[src/design/wrmd_pkg.sv]
// ----------------------------------------------------------------------------
// wrmd_pkg
// Shared widths, register indexes, queue word layouts and the decimal
// digit helpers for the windowed RMS meter.
// ----------------------------------------------------------------------------
`default_nettype none

package wrmd_pkg;

  // Field widths
  localparam int unsigned SAMPLE_W = 10;
  localparam int unsigned OFFSET_W = 10;
  localparam int unsigned SCALE_W  = 20;
  localparam int unsigned LEN_W    = 10;
  localparam int unsigned CFG_W    = 20;
  localparam int unsigned IDX_W    = 2;
  localparam int unsigned SQ_W     = 2 * SAMPLE_W;

  // Accumulator and back-end widths
  localparam int unsigned SUM_W      = 29;
  localparam int unsigned FRAC_W     = 16;
  localparam int unsigned QUO_W      = SUM_W + FRAC_W;
  localparam int unsigned ROOT_STEPS = (QUO_W + 1) / 2;
  localparam int unsigned ROOT_W     = ROOT_STEPS;
  localparam int unsigned PROD_W     = ROOT_W + SCALE_W;
  localparam int unsigned SHIFT_OUT  = 24;
  localparam int unsigned RAW_W      = PROD_W - SHIFT_OUT;
  localparam int unsigned VALUE_W    = 14;
  localparam int unsigned STEP_W     = 6;

  localparam logic [VALUE_W-1:0] VALUE_MAX = 14'd9999;

  // Configuration register indexes
  localparam logic [IDX_W-1:0] REG_MIDSCALE = 2'd0;
  localparam logic [IDX_W-1:0] REG_SCALE    = 2'd1;
  localparam logic [IDX_W-1:0] REG_WINDOW   = 2'd2;

  // Reset values of the configuration registers
  localparam logic [OFFSET_W-1:0] MIDSCALE_RST = 10'd512;
  localparam logic [SCALE_W-1:0]  SCALE_RST    = 20'd294400;
  localparam logic [LEN_W-1:0]    WINDOW_RST   = 10'd200;

  // Completed window handed from front to back
  typedef struct packed {
    logic [SUM_W-1:0] sum;
    logic [LEN_W-1:0] len;
  } win_t;

  // One output word
  typedef struct packed {
    logic [7:0] tagged_digit;
    logic       last;
  } digit_t;

  // Weight of the digit at position pos (3 = thousands ... 0 = units)
  function automatic logic [VALUE_W-1:0] place_value(input logic [1:0] pos);
    logic [VALUE_W-1:0] p;
    case (pos)
      2'd3:    p = 14'd1000;
      2'd2:    p = 14'd100;
      2'd1:    p = 14'd10;
      default: p = 14'd1;
    endcase
    return p;
  endfunction

  // Leading decimal digit of rem at weight p, rem below 10*p
  function automatic logic [3:0] digit_of(input logic [VALUE_W-1:0] rem,
                                          input logic [VALUE_W-1:0] p);
    logic [3:0] d;
    d = 4'd0;
    for (int k = 1; k < 10; k++) begin
      if ({4'd0, rem} >= 18'(k) * {4'd0, p}) d = 4'(k);
    end
    return d;
  endfunction

endpackage

`default_nettype wire

[src/design/wrmd_fifo.sv]
// ----------------------------------------------------------------------------
// wrmd_fifo
// Small first-word-fall-through queue used between the front and back
// ends and in front of the result ports.
// ----------------------------------------------------------------------------
`default_nettype none

module wrmd_fifo #(
  parameter int unsigned WIDTH = 8,
  parameter int unsigned DEPTH = 2
) (
  input  wire logic             clk_i,
  input  wire logic             rst_ni,
  input  wire logic             wr_en_i,
  input  wire logic [WIDTH-1:0] wr_data_i,
  input  wire logic             rd_en_i,
  output logic      [WIDTH-1:0] rd_data_o,
  output logic                  full_o,
  output logic                  empty_o
);

  localparam int unsigned PTR_W = (DEPTH > 1) ? $clog2(DEPTH) : 1;
  localparam int unsigned CNT_W = $clog2(DEPTH + 1);
  localparam logic [PTR_W-1:0] PTR_LAST = PTR_W'(DEPTH - 1);
  localparam logic [CNT_W-1:0] CNT_FULL = CNT_W'(DEPTH);

  logic [WIDTH-1:0] mem_q [DEPTH];
  logic [PTR_W-1:0] wr_ptr_q, rd_ptr_q;
  logic [CNT_W-1:0] cnt_q;
  logic             do_wr, do_rd;

  assign full_o    = (cnt_q == CNT_FULL);
  assign empty_o   = (cnt_q == '0);
  assign do_wr     = wr_en_i && !full_o;
  assign do_rd     = rd_en_i && !empty_o;
  assign rd_data_o = mem_q[rd_ptr_q];

  // Storage
  always_ff @(posedge clk_i) begin
    if (do_wr) mem_q[wr_ptr_q] <= wr_data_i;
  end

  // Pointers and fill count
  always_ff @(posedge clk_i or negedge rst_ni) begin
    if (!rst_ni) begin
      wr_ptr_q <= '0;
      rd_ptr_q <= '0;
      cnt_q    <= '0;
    end else begin
      if (do_wr) wr_ptr_q <= (wr_ptr_q == PTR_LAST) ? '0 : wr_ptr_q + 1'b1;
      if (do_rd) rd_ptr_q <= (rd_ptr_q == PTR_LAST) ? '0 : rd_ptr_q + 1'b1;
      if (do_wr && !do_rd)      cnt_q <= cnt_q + 1'b1;
      else if (do_rd && !do_wr) cnt_q <= cnt_q - 1'b1;
    end
  end

endmodule

`default_nettype wire

[src/design/wrmd_front.sv]
// ----------------------------------------------------------------------------
// wrmd_front
// Sample accumulator: removes the midscale offset, squares the difference
// and adds it into a saturating sum; hands each completed window on.
// ----------------------------------------------------------------------------
`default_nettype none

module wrmd_front
  import wrmd_pkg::*;
#(
  parameter int unsigned SAMPLE_BITS = 10
) (
  input  wire logic                clk_i,
  input  wire logic                rst_ni,
  input  wire logic                accept_i,
  input  wire logic [SAMPLE_W-1:0] sample_i,
  input  wire logic [OFFSET_W-1:0] offset_i,
  input  wire logic [LEN_W-1:0]    len_i,
  output logic                     win_push_o,
  output win_t                     win_o
);

  logic [SUM_W-1:0]    sum_q;
  logic [LEN_W-1:0]    cnt_q;
  logic [SAMPLE_W-1:0] smp, mag;
  logic [SQ_W-1:0]     sq;
  logic [SUM_W:0]      sum_ext;
  logic [SUM_W-1:0]    sum_sat;
  logic [LEN_W:0]      cnt_inc;
  logic                done;

  // Keep only the converter's bits
  always_comb begin
    for (int i = 0; i < SAMPLE_W; i++) begin
      smp[i] = sample_i[i] & (i < SAMPLE_BITS);
    end
  end

  // Magnitude, square and saturating sum
  assign mag     = (smp >= offset_i) ? smp - offset_i : offset_i - smp;
  assign sq      = mag * mag;
  assign sum_ext = {1'b0, sum_q} + (SUM_W + 1)'(sq);
  assign sum_sat = sum_ext[SUM_W] ? '1 : sum_ext[SUM_W-1:0];
  assign cnt_inc = {1'b0, cnt_q} + 1'b1;
  assign done    = (cnt_inc >= {1'b0, len_i});

  assign win_push_o = accept_i && done;
  assign win_o      = '{sum: sum_sat, len: len_i};

  // Window state
  always_ff @(posedge clk_i or negedge rst_ni) begin
    if (!rst_ni) begin
      sum_q <= '0;
      cnt_q <= '0;
    end else if (accept_i) begin
      if (done) begin
        sum_q <= '0;
        cnt_q <= '0;
      end else begin
        sum_q <= sum_sat;
        cnt_q <= cnt_inc[LEN_W-1:0];
      end
    end
  end

  a_close_clears : assert property (@(posedge clk_i) disable iff (!rst_ni)
    accept_i && done |=> sum_q == '0 && cnt_q == '0)
    else $error("window state not cleared after report");

  a_count_step : assert property (@(posedge clk_i) disable iff (!rst_ni)
    accept_i && !done |=> cnt_q == $past(cnt_inc[LEN_W-1:0]))
    else $error("sample count did not advance by one");

  a_idle_hold : assert property (@(posedge clk_i) disable iff (!rst_ni)
    !accept_i |=> $stable(sum_q) && $stable(cnt_q))
    else $error("window state moved without a sample");

endmodule

`default_nettype wire

[src/design/wrmd_back.sv]
// ----------------------------------------------------------------------------
// wrmd_back
// Report sequencer: bit-serial divide by the window length, bit-pair square root,
// scale multiply, saturation and one decimal digit per cycle while out_full is low.
// ----------------------------------------------------------------------------
`default_nettype none

module wrmd_back
  import wrmd_pkg::*;
(
  input  wire logic               clk_i,
  input  wire logic               rst_ni,
  input  wire logic               win_valid_i,
  input  wire win_t               win_i,
  output logic                    win_pop_o,
  input  wire logic [SCALE_W-1:0] scale_i,
  input  wire logic               out_full_i,
  output logic                    out_push_o,
  output digit_t                  out_word_o
);

  typedef enum logic [2:0] {
    ST_IDLE,
    ST_DIV,
    ST_SQRT,
    ST_MUL,
    ST_SAT,
    ST_DIG
  } state_e;

  localparam logic [STEP_W-1:0] DIV_LAST  = STEP_W'(QUO_W - 1);
  localparam logic [STEP_W-1:0] ROOT_LAST = STEP_W'(ROOT_STEPS - 1);
  localparam logic [QUO_W-1:0]  BIT_TOP   = QUO_W'(1) << (2 * (ROOT_STEPS - 1));

  state_e             state_q;
  logic [STEP_W-1:0]  step_q;
  logic [QUO_W-1:0]   acc_q;     // dividend/quotient, then root remainder
  logic [LEN_W-1:0]   rem_q;
  logic [LEN_W-1:0]   len_q;
  logic [QUO_W-1:0]   res_q;
  logic [QUO_W-1:0]   bit_q;
  logic [PROD_W-1:0]  prod_q;
  logic [VALUE_W-1:0] val_q;
  logic [1:0]         pos_q;

  logic [LEN_W:0]     div_sh;
  logic               div_ge;
  logic [LEN_W-1:0]   div_rem;
  logic [QUO_W:0]     trial;
  logic               root_ge;
  logic [RAW_W-1:0]   raw;
  logic [VALUE_W-1:0] sat_val;
  logic [VALUE_W-1:0] weight;
  logic [3:0]         dig;

  // Restoring division step
  assign div_sh  = {rem_q, acc_q[QUO_W-1]};
  assign div_ge  = (div_sh >= {1'b0, len_q});
  assign div_rem = div_ge ? LEN_W'(div_sh - {1'b0, len_q}) : div_sh[LEN_W-1:0];

  // Square root step
  assign trial   = {1'b0, res_q} + {1'b0, bit_q};
  assign root_ge = ({1'b0, acc_q} >= trial);

  // Scaled value, clipped to four digits
  assign raw     = prod_q[PROD_W-1:SHIFT_OUT];
  assign sat_val = (raw > RAW_W'(VALUE_MAX)) ? VALUE_MAX : raw[VALUE_W-1:0];

  // Digit extraction
  assign weight = place_value(pos_q);
  assign dig    = digit_of(val_q, weight);

  assign win_pop_o  = (state_q == ST_IDLE) && win_valid_i;
  assign out_push_o = (state_q == ST_DIG) && !out_full_i;
  assign out_word_o = '{tagged_digit: {2'b00, pos_q, dig}, last: (pos_q == 2'd0)};

  // Sequencer
  always_ff @(posedge clk_i or negedge rst_ni) begin
    if (!rst_ni) begin
      state_q <= ST_IDLE;
      step_q  <= '0;
      acc_q   <= '0;
      rem_q   <= '0;
      len_q   <= '0;
      res_q   <= '0;
      bit_q   <= '0;
      prod_q  <= '0;
      val_q   <= '0;
      pos_q   <= '0;
    end else begin
      unique case (state_q)
        ST_IDLE: begin
          if (win_valid_i) begin
            acc_q   <= {win_i.sum, FRAC_W'(0)};
            len_q   <= win_i.len;
            rem_q   <= '0;
            step_q  <= DIV_LAST;
            state_q <= ST_DIV;
          end
        end
        ST_DIV: begin
          rem_q <= div_rem;
          acc_q <= {acc_q[QUO_W-2:0], div_ge};
          if (step_q == '0) begin
            res_q   <= '0;
            bit_q   <= BIT_TOP;
            step_q  <= ROOT_LAST;
            state_q <= ST_SQRT;
          end else begin
            step_q <= step_q - 1'b1;
          end
        end
        ST_SQRT: begin
          if (root_ge) begin
            acc_q <= acc_q - trial[QUO_W-1:0];
            res_q <= (res_q >> 1) + bit_q;
          end else begin
            res_q <= res_q >> 1;
          end
          bit_q <= bit_q >> 2;
          if (step_q == '0) state_q <= ST_MUL;
          else              step_q  <= step_q - 1'b1;
        end
        ST_MUL: begin
          prod_q  <= res_q[ROOT_W-1:0] * scale_i;
          state_q <= ST_SAT;
        end
        ST_SAT: begin
          val_q   <= sat_val;
          pos_q   <= 2'd3;
          state_q <= ST_DIG;
        end
        ST_DIG: begin
          if (!out_full_i) begin
            val_q <= val_q - VALUE_W'({10'd0, dig} * weight);
            if (pos_q == 2'd0) state_q <= ST_IDLE;
            else               pos_q   <= pos_q - 1'b1;
          end
        end
        default: state_q <= ST_IDLE;
      endcase
    end
  end

  a_push_in_dig : assert property (@(posedge clk_i) disable iff (!rst_ni)
    out_push_o |-> state_q == ST_DIG)
    else $error("digit word pushed outside digit phase");

  a_digit_range : assert property (@(posedge clk_i) disable iff (!rst_ni)
    state_q == ST_DIG |-> dig <= 4'd9)
    else $error("digit out of decimal range");

  a_last_ends : assert property (@(posedge clk_i) disable iff (!rst_ni)
    out_push_o && out_word_o.last |=> state_q == ST_IDLE)
    else $error("sequencer did not return to idle after units digit");

endmodule

`default_nettype wire

[src/design/windowed_rms_meter_digits_core.sv]
// ----------------------------------------------------------------------------
// windowed_rms_meter_digits_core
// Windowed RMS meter reporting four tagged decimal digits per window.
// ----------------------------------------------------------------------------
// Samples are taken one per clock while full is low: the front end squares
// each one and adds it into its registered sum as it is taken. A completed
// window goes through a two-entry queue to the back end, which loads it and
// then runs 45 restoring-division steps (sum*2^16 / length), 23 square-root
// steps, one multiply, one saturation and four digit words; the digit words
// stall while the result queue is full. The serial divider and root are most
// of that work. With windows longer than that work and a drained result queue,
// samples run at one per cycle indefinitely; shorter windows raise full while both queued windows wait.
// Digits come out thousands first, tagged 0x3-, 0x2-, 0x1-, 0x0-, with
// last set on the units word.
`default_nettype none

module windowed_rms_meter_digits_core
  import wrmd_pkg::*;
#(
  parameter int unsigned SAMPLE_BITS = 10,
  parameter int unsigned MAX_WINDOW  = 1023
) (
  input  wire logic                clk_i,
  input  wire logic                rst_ni,
  // sample side
  input  wire logic                push,
  output logic                     full,
  input  wire logic [SAMPLE_W-1:0] sample_i,
  // result side
  output logic                     empty,
  input  wire logic                pop,
  output logic [7:0]               tagged_digit_o,
  output logic                     last_o,
  // configuration
  input  wire logic                cfg_we_i,
  input  wire logic [IDX_W-1:0]    cfg_idx_i,
  input  wire logic [CFG_W-1:0]    cfg_wdata_i
);

  localparam int unsigned WIN_DEPTH = 2;
  localparam int unsigned OUT_DEPTH = 2;

  logic [OFFSET_W-1:0] midscale_q;
  logic [SCALE_W-1:0]  scale_q;
  logic [LEN_W-1:0]    window_q;
  logic [LEN_W-1:0]    len_nz, len_eff;

  logic   accept;
  logic   win_push, win_pop, win_full, win_empty;
  win_t   win_in, win_out;
  logic   out_push, out_full;
  digit_t out_in, out_out;

  // Configuration registers
  always_ff @(posedge clk_i or negedge rst_ni) begin
    if (!rst_ni) begin
      midscale_q <= MIDSCALE_RST;
      scale_q    <= SCALE_RST;
      window_q   <= WINDOW_RST;
    end else if (cfg_we_i) begin
      unique case (cfg_idx_i)
        REG_MIDSCALE: midscale_q <= cfg_wdata_i[OFFSET_W-1:0];
        REG_SCALE:    scale_q    <= cfg_wdata_i[SCALE_W-1:0];
        REG_WINDOW:   window_q   <= cfg_wdata_i[LEN_W-1:0];
        default:      ;
      endcase
    end
  end

  // Effective window length: zero acts as one, clamp at the maximum
  assign len_nz  = (window_q == '0) ? LEN_W'(1) : window_q;
  assign len_eff = ({7'd0, len_nz} > 17'(MAX_WINDOW)) ? LEN_W'(MAX_WINDOW) : len_nz;

  assign full   = win_full;
  assign accept = push && !win_full;

  wrmd_front #(
    .SAMPLE_BITS (SAMPLE_BITS)
  ) u_front (
    .clk_i      (clk_i),
    .rst_ni     (rst_ni),
    .accept_i   (accept),
    .sample_i   (sample_i),
    .offset_i   (midscale_q),
    .len_i      (len_eff),
    .win_push_o (win_push),
    .win_o      (win_in)
  );

  // Completed windows waiting for the back end
  wrmd_fifo #(
    .WIDTH ($bits(win_t)),
    .DEPTH (WIN_DEPTH)
  ) u_win_q (
    .clk_i     (clk_i),
    .rst_ni    (rst_ni),
    .wr_en_i   (win_push),
    .wr_data_i (win_in),
    .rd_en_i   (win_pop),
    .rd_data_o (win_out),
    .full_o    (win_full),
    .empty_o   (win_empty)
  );

  wrmd_back u_back (
    .clk_i       (clk_i),
    .rst_ni      (rst_ni),
    .win_valid_i (!win_empty),
    .win_i       (win_out),
    .win_pop_o   (win_pop),
    .scale_i     (scale_q),
    .out_full_i  (out_full),
    .out_push_o  (out_push),
    .out_word_o  (out_in)
  );

  // Result words
  wrmd_fifo #(
    .WIDTH ($bits(digit_t)),
    .DEPTH (OUT_DEPTH)
  ) u_out_q (
    .clk_i     (clk_i),
    .rst_ni    (rst_ni),
    .wr_en_i   (out_push),
    .wr_data_i (out_in),
    .rd_en_i   (pop),
    .rd_data_o (out_out),
    .full_o    (out_full),
    .empty_o   (empty)
  );

  assign tagged_digit_o = out_out.tagged_digit;
  assign last_o         = out_out.last;

endmodule

`default_nettype wire
[config.mk]
export PLATFORM = sky130hd
export DESIGN_NAME = windowed_rms_meter_digits_core
export DESIGN_NICKNAME = d
export VERILOG_FILES = /design/src/design/wrmd_pkg.sv /design/src/design/wrmd_fifo.sv /design/src/design/wrmd_front.sv /design/src/design/wrmd_back.sv /design/src/design/windowed_rms_meter_digits_core.sv
export SDC_FILE = /design/constraint.sdc
export NUM_CORES = 2
export LEC_CHECK = 0
export BUFFER_PORTS_ARGS = -buffer_cell sky130_fd_sc_hd__buf_2
export CAP_MARGIN = 20
export CORE_UTILIZATION = 64
export DETAILED_ROUTE_END_ITERATION = 12
export MAX_ROUTING_LAYER = met4
export PLACE_DENSITY = 0.82
export SLEW_MARGIN = 20
export SYNTH_ARGS = -nofsm -noshare
export SYNTH_HDL_FRONTEND = slang
export SYNTH_SLANG_ARGS = --single-unit
[constraint.sdc]
create_clock -name clk_i -period 9.7 [get_ports clk_i]
set_clock_uncertainty 0.1 [all_clocks]
set_input_delay 1.455 -clock clk_i [delete_from_list [all_inputs] [get_ports clk_i]]
set_output_delay 1.455 -clock clk_i [all_outputs]
set_load 0.005 [all_outputs]
==> results by group <==
Outcome
  • Status: complete, no violations

Timing
  • Setup TNS: 0 ps
  • FMAX: around 0.11 GHz
  • Number of pins exceeding their max-slew limit in the final report: 0
  • Final hold viol count: 0
  • Transition at the pin with the smallest max-transition slack: 1130 ps
  • Tcrit/Tclk final: 96.3%
  • Final setup violation count: 0
  • Shortest clock period the worst path allows after layout: 9340 ps
  • Remaining max-slew budget at the tightest pin: 24.6%
  • Smallest setup slack after layout: approximately 360 ps
  • Unrepaired setup endpoints after global routing: no

Drt
  • Total wire length after detailed routing: 107000 µm
  • Via total after detailed routing: 34070
  • Final routed wire length divided by cell count: between 15 and 20 µm
  • Iter 0 DRT Violations: 2641
  • Vias/cell: 6.03
  • Remaining antenna violation count after routing: 0
  • DRC violation count after routing: 0
  • 1st-pass router iterations: 6

Worst setup path
  • Depth of the worst register-to-register path: 37
  • Worst endpoint data arrival time: 9740 ps
  • Start-to-end type of the worst setup path: input pin to register
  • Critical path's slowest cell: fa_1
  • Worst setup slack for register-to-register paths: 1000 ps
  • Worst-path maximum fanout: 8
  • Critical Path RT: 10090 ps
  • Reg-to-reg endpoint: u_front.sum_q[21]
  • Startpoint of the worst setup timing path: sample_i[0]
  • Element type at the critical path start: input pin
  • Largest incremental delay on the critical path: 530 ps
  • Beginning of the worst register-to-register path: midscale_q[0]
  • Worst Setup End Kind: register

Power
  • Flop pwr share: 16.6%
  • Clock network fraction of total power: 9.0%
  • Net switching component of the power: 8930 µW
  • Switching portion of total power: between 40% and 50%
  • Lkg Pwr: 0.0228 µW
  • Power density normalized to cell area: 403 nW/µm²
  • Portion of total power attributed to combinational logic: 74.5%
  • Internal power component: 9450 µW
  • Highest ir drop seen on vdd: 3.34 mV

Place
  • Half-perimeter wire length of the detailed placement result: 80700 µm
  • Dpl ws: -341 ps
  • Weighted congestion reported at the end of routability-driven placement: between 0.9 and 1
  • Buffers added on ports: 45

Logic synthesis
  • Largest area contributor in the netlist: fa_1
  • Count of different cell masters after synthesis: 83
  • Async set-or-reset flop fraction in the synthesized netlist: 74.2%
  • Number of enable-type register cells in the synthesized netlist: roughly 90
  • Post-synthesis instance total: 4795
  • Dominant cell by count in the synthesized netlist: inv_1
  • Mean Syn Cell Area: around 8.9 µm²
  • Leading post-synthesis cells by instance count: inv_1 (668), nand2_1 (631), fa_1 (469)
  • Synthesis Warnings: 0
  • Top area cells in the synthesized netlist: fa_1 (22%), dfrtp_1 (15%), ha_1 (13%)
  • Post-synthesis sequential area ratio: 21.9%
  • Area share of the largest cell type after synthesis: between 20% and 30%
  • Post-Synthesis Cell Area: roughly 43000 µm²
  • Main synth FF type: dfrtp_1
  • Number of storage elements in the synthesis netlist: between 300 and 400

Global route
  • Antenna violations before repair: 5
  • Met3 layer usage reported by global route: 6.47%
  • Busiest layer in global routing: met2
  • M2 GR Usage: a little over half
  • Grt total ovfl: 0
  • Aggregate global-route resource usage: 33.6%
  • Largest net degree at the start of global routing: approximately 160
  • First-pass GRT wire length: 177000 µm
  • Global Route met1 Usage: 41.8%
  • Number of global-route vias before repair: 34730

CTS
  • CTS buffer count: 43
  • Clock-pin slew on the worst setup and hold paths: around 60 ps
  • Number of buffers on the longest clock path: 3
  • CTS root buf: clkbuf_16
  • Worst skew pair latency: approximately 600 ps
  • TritonCTS clock tree: built
  • Total number of clock tree sinks: roughly 360
  • Number of H-tree branching levels: 2

Layout
  • Final net count: 5700
  • Layout filler cell count: about 5000
  • Area delta synth->final: 6.21%
  • Ratio of cells with drive above 1 in the final layout: ~6.5%

Min path
  • Depth of the worst hold-timing path: 2
  • Path class of the lowest-slack min-delay path: register to register
  • Min-Delay Startpoint: u_back.prod_q[41]
  • Worst Hold Path EP: u_back.prod_q[41]

Floorplanning
  • Width of the die: 261 µm
  • Core area: 66100 µm²
  • Row count: 94
  • Die Ht: 261 µm
  • Initial core utilization: 64.9%
  • Full die area: 68100 µm²
  • Ports: 48

Flow run
  • Max-cap viol count: 0
metrics by stage:
step,cell area (µm²),hold slack (ps),utilization (%),power [µW],std cells
global placement,44000,365,66.6,15600,5559
floorplan,42900,349,-,13300,4796
finish,45600,383,68.9,18400,5649
global route,45600,421,68.9,20000,5647
detailed placement,44100,372,66.7,16400,5561
CTS,45500,385,68.8,18100,5641
placed cells by master (no fill, tap or decap), types with 69 or more instances in the layout:
cell type,synthesis,routed
o21ai_0,235,235
fa_1,469,469
buf_4,10,89
and2_1,175,173
edfxtp_1,92,92
nand2_1,631,629
ha_1,450,450
inv_1,668,668
a21oi_1,213,212
dfrtp_1,253,252
xnor2_1,125,125
a21o_1,75,75
xor2_1,99,99
nor2_1,258,257
nand3_1,81,81
a31oi_1,71,69
state kept, by name (all words and copies together) (netlist names), 3 cells and up:
signal,flops
midscale_q,10
u_back.bit_q,23
u_back.len_q,10
u_back.rem_q,10
u_back.prod_q,19
u_back.acc_q,45
u_out_q.mem_q,14
scale_q,20
u_win_q.mem_q,78
window_q,10
u_front.cnt_q,10
u_front.sum_q,29
u_back.state_q,3
u_back.step_q,6
u_back.val_q,14
u_back.res_q,45
critical path, delay by kind of cell:
kind / cells / cell delay (ps)
simple gates: 4 / 760
compound gates: 13 / 2260
fa+ha+maj: 8 / 3130
xor+xnor: 2 / 710
mux: 1 / 230
buf+inv: 11 / 1190
worst max-delay path by stage:
stage,end,slack (ps)
final,u_front.sum_q[21],360
after floorplan,u_win_q.mem_q[0][15],-1
after global placement,u_win_q.mem_q[0][38],-290
after CTS,u_win_q.mem_q[1][38],260
after detailed placement,u_win_q.mem_q[1][38],-340
after global routing,u_win_q.mem_q[1][38],3
cell families (layout without fill, tap and decap cells):
family / count (synthesis) / after routing / share of synthesized area [%]
adders and majority gates: 919 / 919 / 35.0
xor gates and xnor gates: 224 / 224 / 4.57
other: 1 / 8 / 0.00874
DFF: 356 / 356 / 21.9
and+or+nand+nor: 1383 / 1383 / 14.7
buffers and inverters: 908 / 891 / 8.11
muxes: 101 / 101 / 2.48
AOI/OAI and AO/OA: 903 / 903 / 13.2
layer usage:
layer | up-vias | wire, µm
met3 | 316 | 8720
met2 | 1374 | 50900
met5 | - | 0
li1 | 15726 | -
met1 | 16654 | 42800
met4 | 0 | 4820
final cells by class:
class,instances,area [µm²],area share [%]
Tap cell,864,1080,2.37
Clock inverter,30,302,0.662
Sequential cell,356,9380,20.6
Clock buffer,50,1120,2.46
Inverter,670,2510,5.52
Antenna cell,6,15.0,0.0329
Multi-Input combinational cell,3532,30100,66.1
Timing Repair Buffer,141,1030,2.26
power by group through the flow:
stage / sequential, µW / combinational, µW / clock [µW]
2_1_floorplan: 3150 / 10200 / 0
3_3_place_gp: 3020 / 12600 / 0
3_5_place_dp: 3050 / 13400 / 0
4_1_cts: 3030 / 13400 / 1670
5_1_grt: 3040 / 15200 / 1720
6_report: 3050 / 13700 / 1650
repair_timing:
| item | 4_1_cts | 5_1_grt |
|---|---|---|
| endpoints found under the setup margin | 0 | 59 |
| buffers inserted | 0 | 1 |
| resized for setup | 0 | 4 |
| hold buffers | 0 | 0 |
No activity file was read; power rests on OpenSTA's default activity.
